**src/hdl/itb_pkg.sv**
```systemverilog
// itb_pkg: shared constants, codes and types of the interval timer with backoff
// used by the interfaces, the register file and the top level; no dependencies
`default_nettype none

package itb_pkg;

   // widths of the timer datapath
   localparam int TIME_BITS  = 32;
   localparam int COUNT_BITS = 32;
   localparam int FIELD_BITS = 32;
   localparam int MODE_BITS  = 3;
   localparam int STATE_BITS = 3;

   // register port geometry
   localparam int CSR_DATA_BITS = 32;
   localparam int CSR_ADDR_BITS = 4;
   localparam int CSR_IDX_BITS  = 2;

   // register indexes
   localparam logic [CSR_IDX_BITS-1:0] REG_FIRST_INTERVAL  = 2'd0;
   localparam logic [CSR_IDX_BITS-1:0] REG_PERIOD          = 2'd1;
   localparam logic [CSR_IDX_BITS-1:0] REG_MAX_EXPIRATIONS = 2'd2;
   localparam logic [CSR_IDX_BITS-1:0] REG_BACKOFF_ENABLE  = 2'd3;

   // item modes
   localparam logic [MODE_BITS-1:0] MD_TICK       = 3'd0;
   localparam logic [MODE_BITS-1:0] MD_START      = 3'd1;
   localparam logic [MODE_BITS-1:0] MD_PAUSE      = 3'd2;
   localparam logic [MODE_BITS-1:0] MD_RESUME     = 3'd3;
   localparam logic [MODE_BITS-1:0] MD_CANCEL     = 3'd4;
   localparam logic [MODE_BITS-1:0] MD_RESTART    = 3'd5;
   localparam logic [MODE_BITS-1:0] MD_RESCHEDULE = 3'd6;

   // timer phases
   localparam logic [STATE_BITS-1:0] PH_INIT   = 3'd0;
   localparam logic [STATE_BITS-1:0] PH_RUN    = 3'd1;
   localparam logic [STATE_BITS-1:0] PH_PAUSE  = 3'd2;
   localparam logic [STATE_BITS-1:0] PH_RESUME = 3'd3;
   localparam logic [STATE_BITS-1:0] PH_CANCEL = 3'd4;

   // configuration as seen by the timer
   typedef struct packed {
      logic [FIELD_BITS-1:0] first_interval;
      logic [FIELD_BITS-1:0] period;
      logic [FIELD_BITS-1:0] max_expirations;
      logic                  backoff_enable;
   } itb_cfg_type;

endpackage

`default_nettype wire

```
**src/hdl/itb_req_if.sv**
```systemverilog
// itb_req_if: valid/ready channel carrying tick and command items
// depends on itb_pkg
`default_nettype none

interface itb_req_if;
   import itb_pkg::*;

   logic                  valid;
   logic                  ready;
   logic [MODE_BITS-1:0]  mode;
   logic [FIELD_BITS-1:0] new_first;
   logic [FIELD_BITS-1:0] new_period;

   modport source (output valid, output mode, output new_first, output new_period,
                   input ready);
   modport sink   (input valid, input mode, input new_first, input new_period,
                   output ready);
endinterface

`default_nettype wire

```
**src/hdl/itb_rsp_if.sv**
```systemverilog
// itb_rsp_if: valid/ready channel carrying timer status items
// depends on itb_pkg
`default_nettype none

interface itb_rsp_if;
   import itb_pkg::*;

   logic                  valid;
   logic                  ready;
   logic                  expired;
   logic [STATE_BITS-1:0] run_state;
   logic [FIELD_BITS-1:0] expiry_count;
   logic [FIELD_BITS-1:0] time_left;

   modport source (output valid, output expired, output run_state,
                   output expiry_count, output time_left, input ready);
   modport sink   (input valid, input expired, input run_state,
                   input expiry_count, input time_left, output ready);
endinterface

`default_nettype wire

```
**src/hdl/interval_timer_with_backoff.sv**
```systemverilog
// interval_timer_with_backoff: top level, timer state update and result register
// depends on itb_pkg, itb_req_if, itb_rsp_if and itb_csr
`default_nettype none

// Interval timer driven by tick items (one per millisecond) and command items
// (start, pause, resume, cancel, restart, reschedule). Every item produces one
// status item that reports the state after that item. One item is accepted
// every clock cycle; its status appears in the following cycle from the result
// register. The single result register sets the rate: when the consumer holds
// rsp.ready low with a status waiting, req.ready drops until it is taken.
// Configuration must be written through the APB port at byte addresses 0x0
// (first_interval), 0x4 (period), 0x8 (max_expirations) and 0xC (backoff_enable,
// bit 0) while the timer sees no traffic; the block itself does not enforce it.

module interval_timer_with_backoff (
   input  wire logic                               clock,
   input  wire logic                               reset,
   itb_req_if.sink                                 req,
   itb_rsp_if.source                               rsp,
   input  wire logic                               psel,
   input  wire logic                               penable,
   input  wire logic                               pwrite,
   input  wire logic [itb_pkg::CSR_ADDR_BITS-1:0]  paddr,
   input  wire logic [itb_pkg::CSR_DATA_BITS-1:0]  pwdata,
   output logic      [itb_pkg::CSR_DATA_BITS-1:0]  prdata,
   output logic                                    pready
);
   import itb_pkg::*;

   itb_cfg_type cfg;

   // timer state
   logic [STATE_BITS-1:0] phase_ff,     phase_in;
   logic [TIME_BITS-1:0]  countdown_ff, countdown_in;
   logic [TIME_BITS-1:0]  reload_ff,    reload_in;
   logic [COUNT_BITS-1:0] expir_ff,     expir_in;
   logic [TIME_BITS-1:0]  backoff_ff,   backoff_in;
   logic [TIME_BITS-1:0]  saved_ff,     saved_in;

   // result register
   logic                  rsp_valid_ff;
   logic                  expired_ff,   expired_in;
   logic [STATE_BITS-1:0] state_out_ff;
   logic [FIELD_BITS-1:0] count_out_ff, count_out_in;
   logic [FIELD_BITS-1:0] left_out_ff,  left_out_in;

   logic                  accept;
   logic [TIME_BITS-1:0]  cfg_first;
   logic [TIME_BITS-1:0]  cfg_period;
   logic [TIME_BITS-1:0]  cd_dec;
   logic [COUNT_BITS-1:0] expir_inc;
   logic                  over_limit;
   logic [TIME_BITS-1:0]  backoff_dbl;
   logic [STATE_BITS-1:0] phase_fire;

   itb_csr u_csr (
      .clock   (clock),
      .reset   (reset),
      .psel    (psel),
      .penable (penable),
      .pwrite  (pwrite),
      .paddr   (paddr),
      .pwdata  (pwdata),
      .prdata  (prdata),
      .pready  (pready),
      .cfg     (cfg)
   );

   // handshake: the result register frees up when its item is taken
   assign req.ready = !rsp_valid_ff || rsp.ready;
   assign accept    = req.valid && req.ready;

   // operands shared by the commands
   assign cfg_first   = TIME_BITS'(cfg.first_interval);
   assign cfg_period  = TIME_BITS'(cfg.period);
   assign cd_dec      = countdown_ff - 1'b1;
   assign expir_inc   = (&expir_ff) ? expir_ff : expir_ff + 1'b1;
   assign over_limit  = (cfg.max_expirations != '0) &&
                        (FIELD_BITS'(expir_inc) > cfg.max_expirations);
   assign backoff_dbl = backoff_ff[TIME_BITS-1] ? '1 : {backoff_ff[TIME_BITS-2:0], 1'b0};
   assign phase_fire  = (phase_ff == PH_RESUME && cfg_period != '0) ? PH_RUN : phase_ff;

   // next state for one item
   always_comb begin
      phase_in     = phase_ff;
      countdown_in = countdown_ff;
      reload_in    = reload_ff;
      expir_in     = expir_ff;
      backoff_in   = backoff_ff;
      saved_in     = saved_ff;
      expired_in   = 1'b0;
      case (req.mode)
         MD_TICK: begin
            if (countdown_ff != '0) begin
               countdown_in = cd_dec;
               if (cd_dec == '0) begin
                  expir_in = expir_inc;
                  if (over_limit) begin
                     // limit passed: no firing; cancel unless still in the init phase
                     if (phase_ff != PH_INIT) begin
                        reload_in = '0;
                        saved_in  = '0;
                        expir_in  = '0;
                        phase_in  = PH_CANCEL;
                     end
                  end else begin
                     expired_in = 1'b1;
                     phase_in   = phase_fire;
                     if (cfg.backoff_enable) begin
                        countdown_in = backoff_dbl;
                        reload_in    = '0;
                        backoff_in   = backoff_dbl;
                        saved_in     = '0;
                        phase_in     = PH_RUN;
                     end else if (phase_fire == PH_RESUME) begin
                        countdown_in = cfg_first;
                        reload_in    = cfg_period;
                        saved_in     = '0;
                        phase_in     = PH_RUN;
                     end else begin
                        countdown_in = reload_ff;
                     end
                  end
               end
            end
         end
         MD_START: begin
            countdown_in = cfg_first;
            reload_in    = cfg.backoff_enable ? '0 : cfg_period;
            backoff_in   = cfg_first;
            phase_in     = PH_RUN;
         end
         MD_PAUSE: begin
            if (phase_ff != PH_PAUSE) begin
               saved_in     = (phase_ff == PH_CANCEL) ? '1 : countdown_ff;
               countdown_in = '0;
               reload_in    = '0;
               phase_in     = PH_PAUSE;
            end
         end
         MD_RESUME: begin
            if (phase_ff == PH_PAUSE) begin
               countdown_in = saved_ff;
               reload_in    = cfg_period;
               saved_in     = '0;
               phase_in     = PH_RESUME;
            end
         end
         MD_CANCEL: begin
            if (phase_ff != PH_INIT) begin
               countdown_in = '0;
               reload_in    = '0;
               saved_in     = '0;
               expir_in     = '0;
               phase_in     = PH_CANCEL;
            end
         end
         MD_RESTART: begin
            countdown_in = cfg_first;
            reload_in    = cfg.backoff_enable ? '0 : cfg_period;
            expir_in     = '0;
            saved_in     = '0;
            backoff_in   = cfg_first;
            phase_in     = PH_RUN;
         end
         MD_RESCHEDULE: begin
            countdown_in = TIME_BITS'(req.new_first);
            if (cfg.backoff_enable) begin
               reload_in  = '0;
               backoff_in = TIME_BITS'(req.new_first);
            end else begin
               reload_in  = TIME_BITS'(req.new_period);
            end
            saved_in = '0;
            phase_in = PH_RUN;
         end
         default: begin
            phase_in = phase_ff;
         end
      endcase
   end

   // status fields from the updated state
   assign count_out_in = FIELD_BITS'(expir_in);
   assign left_out_in  = (phase_in == PH_CANCEL) ? '1 : FIELD_BITS'(countdown_in);

   // state registers
   always_ff @(posedge clock) begin
      if (reset) begin
         phase_ff     <= PH_INIT;
         countdown_ff <= '0;
         reload_ff    <= '0;
         expir_ff     <= '0;
         backoff_ff   <= '0;
         saved_ff     <= '0;
      end else if (accept) begin
         phase_ff     <= phase_in;
         countdown_ff <= countdown_in;
         reload_ff    <= reload_in;
         expir_ff     <= expir_in;
         backoff_ff   <= backoff_in;
         saved_ff     <= saved_in;
      end
   end

   // result valid
   always_ff @(posedge clock) begin
      if (reset) begin
         rsp_valid_ff <= 1'b0;
      end else if (accept) begin
         rsp_valid_ff <= 1'b1;
      end else if (rsp.ready) begin
         rsp_valid_ff <= 1'b0;
      end
   end

   // result payload
   always_ff @(posedge clock) begin
      if (accept) begin
         expired_ff   <= expired_in;
         state_out_ff <= phase_in;
         count_out_ff <= count_out_in;
         left_out_ff  <= left_out_in;
      end
   end

   assign rsp.valid        = rsp_valid_ff;
   assign rsp.expired      = expired_ff;
   assign rsp.run_state    = state_out_ff;
   assign rsp.expiry_count = count_out_ff;
   assign rsp.time_left    = left_out_ff;

`ifndef SYNTH
   // a cancelled timer is always disarmed
   a_cancel_disarmed: assert property (@(posedge clock) disable iff (reset)
      phase_ff == PH_CANCEL |-> countdown_ff == '0)
      else $error("cancelled timer still armed");

   // a paused timer has nothing to reload
   a_pause_no_reload: assert property (@(posedge clock) disable iff (reset)
      phase_ff == PH_PAUSE |-> (countdown_ff == '0 && reload_ff == '0))
      else $error("paused timer still armed");

   // only a tick can fire
   a_fire_on_tick: assert property (@(posedge clock) disable iff (reset)
      (accept && req.mode != MD_TICK) |=> !expired_ff)
      else $error("expiry reported for a command item");

   // every accepted item leaves a status waiting
   a_result_follows: assert property (@(posedge clock) disable iff (reset)
      accept |=> rsp_valid_ff)
      else $error("accepted item produced no status");
`endif

endmodule

`default_nettype wire

```
**src/hdl/itb_csr.sv**
```systemverilog
// itb_csr: APB register file holding the timer configuration
// depends on itb_pkg
`default_nettype none

module itb_csr (
   input  wire logic                               clock,
   input  wire logic                               reset,
   input  wire logic                               psel,
   input  wire logic                               penable,
   input  wire logic                               pwrite,
   input  wire logic [itb_pkg::CSR_ADDR_BITS-1:0]  paddr,
   input  wire logic [itb_pkg::CSR_DATA_BITS-1:0]  pwdata,
   output logic      [itb_pkg::CSR_DATA_BITS-1:0]  prdata,
   output logic                                    pready,
   output itb_pkg::itb_cfg_type                    cfg
);
   import itb_pkg::*;

   itb_cfg_type             cfg_ff;
   itb_cfg_type             cfg_in;
   logic                    wr_en;
   logic [CSR_IDX_BITS-1:0] reg_idx;

   assign pready  = 1'b1;
   assign wr_en   = psel && penable && pwrite;
   assign reg_idx = paddr[CSR_IDX_BITS+1:2];

   // write decode
   always_comb begin
      cfg_in = cfg_ff;
      if (wr_en) begin
         case (reg_idx)
            REG_FIRST_INTERVAL:  cfg_in.first_interval  = pwdata;
            REG_PERIOD:          cfg_in.period          = pwdata;
            REG_MAX_EXPIRATIONS: cfg_in.max_expirations = pwdata;
            REG_BACKOFF_ENABLE:  cfg_in.backoff_enable  = pwdata[0];
            default:             cfg_in = cfg_ff;
         endcase
      end
   end

   always_ff @(posedge clock) begin
      if (reset) begin
         cfg_ff <= '0;
      end else begin
         cfg_ff <= cfg_in;
      end
   end

   // read mux
   always_comb begin
      case (reg_idx)
         REG_FIRST_INTERVAL:  prdata = cfg_ff.first_interval;
         REG_PERIOD:          prdata = cfg_ff.period;
         REG_MAX_EXPIRATIONS: prdata = cfg_ff.max_expirations;
         REG_BACKOFF_ENABLE:  prdata = {{(CSR_DATA_BITS-1){1'b0}}, cfg_ff.backoff_enable};
         default:             prdata = '0;
      endcase
   end

   assign cfg = cfg_ff;

endmodule

`default_nettype wire
```
**src/flat_wrapper.sv**
```systemverilog
// flat-port wrapper written by rule: the top's interface ports become plain ports
module interval_timer_with_backoff_flat import itb_pkg::*;
  (clock, reset, psel, penable, pwrite, paddr, pwdata, prdata, pready, req_valid, req_mode, req_new_first, req_new_period, req_ready, rsp_valid, rsp_expired, rsp_run_state, rsp_expiry_count, rsp_time_left, rsp_ready);
  itb_req_if req_i ();
  itb_rsp_if rsp_i ();
  input  wire logic clock;
  input  wire logic reset;
  input  wire logic psel;
  input  wire logic penable;
  input  wire logic pwrite;
  input  wire logic [itb_pkg::CSR_ADDR_BITS-1:0] paddr;
  input  wire logic [itb_pkg::CSR_DATA_BITS-1:0] pwdata;
  output logic      [itb_pkg::CSR_DATA_BITS-1:0] prdata;
  output logic pready;
  input wire logic [$bits(req_i.valid)-1:0] req_valid;
  input wire logic [$bits(req_i.mode)-1:0] req_mode;
  input wire logic [$bits(req_i.new_first)-1:0] req_new_first;
  input wire logic [$bits(req_i.new_period)-1:0] req_new_period;
  output wire logic [$bits(req_i.ready)-1:0] req_ready;
  output wire logic [$bits(rsp_i.valid)-1:0] rsp_valid;
  output wire logic [$bits(rsp_i.expired)-1:0] rsp_expired;
  output wire logic [$bits(rsp_i.run_state)-1:0] rsp_run_state;
  output wire logic [$bits(rsp_i.expiry_count)-1:0] rsp_expiry_count;
  output wire logic [$bits(rsp_i.time_left)-1:0] rsp_time_left;
  input wire logic [$bits(rsp_i.ready)-1:0] rsp_ready;
  assign req_i.valid = req_valid;
  assign req_i.mode = req_mode;
  assign req_i.new_first = req_new_first;
  assign req_i.new_period = req_new_period;
  assign req_ready = req_i.ready;
  assign rsp_valid = rsp_i.valid;
  assign rsp_expired = rsp_i.expired;
  assign rsp_run_state = rsp_i.run_state;
  assign rsp_expiry_count = rsp_i.expiry_count;
  assign rsp_time_left = rsp_i.time_left;
  assign rsp_i.ready = rsp_ready;
  interval_timer_with_backoff u_core (.clock(clock), .reset(reset), .req(req_i), .rsp(rsp_i), .psel(psel), .penable(penable), .pwrite(pwrite), .paddr(paddr), .pwdata(pwdata), .prdata(prdata), .pready(pready));
endmodule
```
**config.mk**
```make
export PLATFORM = sky130hd
export DESIGN_NAME = interval_timer_with_backoff_flat
export DESIGN_NICKNAME = d
export VERILOG_FILES = /design/src/hdl/itb_pkg.sv /design/src/hdl/itb_req_if.sv /design/src/hdl/itb_rsp_if.sv /design/src/hdl/interval_timer_with_backoff.sv /design/src/hdl/itb_csr.sv /design/src/flat_wrapper.sv
export SDC_FILE = /design/constraint.sdc
export NUM_CORES = 1
export LEC_CHECK = 0
export ABC_AREA = 0
export BUFFER_PORTS_ARGS = -buffer_cell sky130_fd_sc_hd__buf_2
export CAP_MARGIN = 20
export CORE_MARGIN = 5
export CORE_UTILIZATION = 59
export DETAILED_ROUTE_END_ITERATION = 7
export PLACE_DENSITY = 0.84
export SYNTH_ARGS = -nofsm -noshare
export SYNTH_HDL_FRONTEND = slang
export SYNTH_SLANG_ARGS = --single-unit
```
**constraint.sdc**
```tcl
create_clock -name clock -period 6.89 [get_ports clock]
set_clock_uncertainty 0.15 [all_clocks]
set_input_delay 1.378 -clock clock [delete_from_list [all_inputs] [get_ports clock]]
set_output_delay 1.378 -clock clock [all_outputs]
set_load 0.01 [all_outputs]
```
==> flow_metrics.py <==
metrics = {
    "outcome": {
        "status": "completed",
    },
    "placed_design": {
        "hpwl_um": 46400,
        "place.gp.congestion": 1.03,
        "dp.cells": 2733,
        "place_area_sq_mm": 0.0194,
        "portBuffers": 209,
    },
    "global_routing": {
        "grt_usage_pct": 35.7,
        "grt_max_degree": 102,
        "grt_pass1_vias": 16600,
        "grt-ovfl-total": 0,
        "antenna_found_initial": 1,
        "grt_pass1_wl_um": 96600,
    },
    "route": {
        "antenna_left": 0,
        "num_vias": 18500,
        "drt-total-wl_um": 64000,
        "routedWlPerCell_um": 22.9,
        "firstDrtPassIters": 5,
        "via_per_inst": 6.61,
        "drt_iter0_markers": 2599,
        "drc": 0,
    },
    "synth": {
        "synth_nets": 2420,
        "syn_avg_cell_area_sq_um": 7.97,
        "postSynthCellCount": 2275,
        "synth-seq-cells": 329,
        "synth.distinct_cells": 75,
        "synth_seq_area_share_pct": 40.1,
        "synth_ff_type": "dfxtp_1",
        "async_flop_share_pct": 0,
        "synthesis.area_sq_mm": 0.0181,
        "ys_warn_count": 0,
        "synth-edff-count": 68,
    },
    "timing": {
        "relSlewSlack_pct": 26.6,
        "fmax_ghz": 0.157,
        "tightest_slew_ns": 1.10,
        "setup_viol": 0,
        "drv_slew": 0,
        "fin_tns_setup_ns": 0,
        "hold_viol_final": 0,
        "rsz0062_at_grt": "false",
        "fin_crit_ns": 6.38,
        "min_period_over_period_pct": 92.7,
    },
    "floorplan": {
        "die_h_um": 185,
        "core_sq_mm": 0.0305,
        "die_w_um": 185,
        "start_util_pct": 59.4,
        "io_pins": 213,
        "die_area_sq_mm": 0.0343,
        "placementRows": 64,
    },
    "job": {
        "drv_cap": 0,
    },
    "cells_and_area": {
        "seq_area_sq_mm": 0.00727,
        "fill_cells": 2555,
        "area_growth_pct": 13.1,
        "multi_input_area_sq_mm": 0.00995,
        "drive_above_1_share_pct": 15.2,
        "stdcell_area_sq_mm": 0.0205,
        "layout.nets": 2521,
        "fin_cells": 2797,
    },
    "setup_path": {
        "cp_max_fo": 32,
        "path_buf_inv": 0,
        "path_class": "reg2reg",
        "critPathCaptureType": "flip-flop",
        "worst-endpoint-required_ns": 7.00,
        "cp-start-kind": "flip-flop",
        "cp_slowest_cell": "or4_1",
        "rrSetupSlack_ns": 0.51,
        "slowest_delay_ns": 0.62,
        "arrival_ns": 6.49,
        "critical-path-top-delay-family": "simple AND/OR/NAND/NOR gates",
        "path_cells": "nand4_1 -> or4_1 -> nor4_4 -> nor2_1 -> and2_1 -> and3_1 -> and3_1 -> xor2_1 -> ha_1 -> nand4_1 -> nor2_1 -> a221o_1 -> o31a_1 -> o31a_1 -> nor2_1 -> nand3_1 -> and3_1 -> o2111a_2 -> a211o_1",
    },
    "clock_network": {
        "clock-sinks": 329,
        "post_cts_resized": 0,
        "cts_made_buffers": 35,
        "cts_hold_buf": 0,
        "cts_buffer_depth": 3,
        "cts_root_buf": "clkbuf_16",
        "clk_latency_ns": 0.52,
        "postCtsSetupBuffers": 0,
        "cts_tree": "yes",
        "htreeDepth": 2,
        "cts.clk_slew.worst_paths_ns": 0.06,
    },
    "power_and_ir_drop": {
        "power.total_uw": 4680,
        "p_leak_uw": 0.00779,
        "power_density_mw_per_mm2": 228,
        "ir_drop_mv": 0.197,
    },
    "worst_hold_path": {
        "hp-class": "reg2reg",
    },
}
[power by group]
part	total [uW]	switching, uW	internal, uW
clock	1800	770	1030
combinational	785	503	282
sequential	2090	55.2	2040
[routing by layer]
metal,GRT usage (%),part of all wire (%),vias to the layer above
met2,51.4,42,1272
met3,8.29,13,164
met4,13.7,4.4,0
met5,0,0,-
li1,-,-,8321
met1,52.1,41,8722
[path summary, 6_finish.rpt]
path | startpoint | endpoint | cells after the start
setup / recovery | u_core.expir_ff[13]$_SDFFE_PP0P_ | u_core.rsp.time_left[9]$_SDFFCE_PN1P_ | 19
hold / removal | u_core.reload_ff[8]$_SDFFE_PP0P_ | u_core.reload_ff[8]$_SDFFE_PP0P_ | 2
setup reg to reg | u_core.expir_ff[13]$_SDFFE_PP0P_ | u_core.rsp.time_left[9]$_SDFFCE_PN1P_ | 19
hold reg to reg | u_core.reload_ff[8]$_SDFFE_PP0P_ | u_core.reload_ff[8]$_SDFFE_PP0P_ | 2
[state kept, by name (all words and copies together) (netlist names)]
name,cells
u_core.backoff_ff,32
u_core.countdown_ff,32
u_core.expir_ff,32
u_core.phase_ff,3
u_core.reload_ff,32
u_core.rsp.expired,1
u_core.rsp.expiry_count,32
u_core.rsp.run_state,3
u_core.rsp.time_left,32
u_core.rsp.valid,1
u_core.saved_ff,32
u_core.u_csr.cfg,97
[cell type report]
type / instances / share of cell area (%)
repair buffers: 262 / 7.23
well taps: 396 / 2.42
clock buffers: 50 / 5.00
flip-flops and latches: 329 / 35.4
diodes: 1 / 0.0122
multi-input cells: 1685 / 48.5
inverters: 63 / 1.15
clock inverters: 11 / 0.274
[synthesized netlist by cell type, types with 13 or more instances]
master,instances,area share (%)
clkbuf_1,187,3.9
o2bb2ai_1,32,1.5
nand3_1,26,0.72
a22oi_1,57,2.4
o211ai_1,13,0.54
nor3_1,32,0.88
xor2_1,21,1.0
nor4_1,27,0.93
dfxtp_1,261,29
nand4_1,28,0.97
and3_1,13,0.45
nor2_1,194,4.0
mux2i_1,60,3.3
o21a_1,14,0.58
o31ai_1,26,1.1
a311oi_1,17,0.82
a21oi_1,176,4.9
o21ai_0,126,3.5
o21ai_1,86,2.4
a22o_1,31,1.5
inv_1,61,1.3
edfxtp_1,68,11
a211oi_1,30,1.2
xnor2_1,36,1.7
a211o_1,29,1.4
nand2_1,411,8.5
a21boi_0,15,0.62
ha_1,35,2.4
[cell usage in the layout (no fill, tap or decap), types with 25 or more instances in the layout]
cell,netlist,routed
o21ai_1,86,85
o21ai_0,126,124
o2bb2ai_1,32,32
nor4_1,27,27
a22o_1,31,31
clkbuf_16,0,37
ha_1,35,35
nor3_1,32,30
nand2_1,411,411
a211oi_1,30,30
buf_4,2,51
edfxtp_1,68,68
a21oi_1,176,174
o31ai_1,26,26
dfxtp_1,261,260
xnor2_1,36,36
a22oi_1,57,57
buf_2,2,208
nor2_1,194,189
nand3_1,26,25
a211o_1,29,29
mux2i_1,60,60
nand4_1,28,28
inv_1,61,60
[worst reg2reg max path, delay by kind of cell, from the launching register on]
family | cells | cell delay, ns
AND/OR/NAND/NOR | 12 | 2.85
XOR/XNOR | 1 | 0.39
AO/OA/AOI/OAI | 5 | 1.91
adder cells (fa/ha/maj) | 1 | 0.35
flip-flops | 1 | 0.49
[cells by family (layout without fill, tap and decap cells)]
family          after synthesis  after routing  share of synthesized area, %
compound gates              706            706                          25.1
xor+xnor                     57             57                          2.75
fa+ha+maj                    35             35                          2.41
buf+inv                     261            386                          5.58
flops                       329            329                          40.1
mux                          71             71                          4.06
other cells                   1              2                        0.0207
simple gates                815            815                          20.0
[per-stage QoR]
stage	setup WS [ns]	hold WS [ns]	util, %
global route	0.151	0.330	67.2
detailed placement	0.454	0.292	63.5
finish	0.506	0.305	67.2
global placement	0.543	0.285	63.5
floorplan	0.861	0.271	-
CTS	0.430	0.305	67.1
Power figures use the tool's default switching activity.
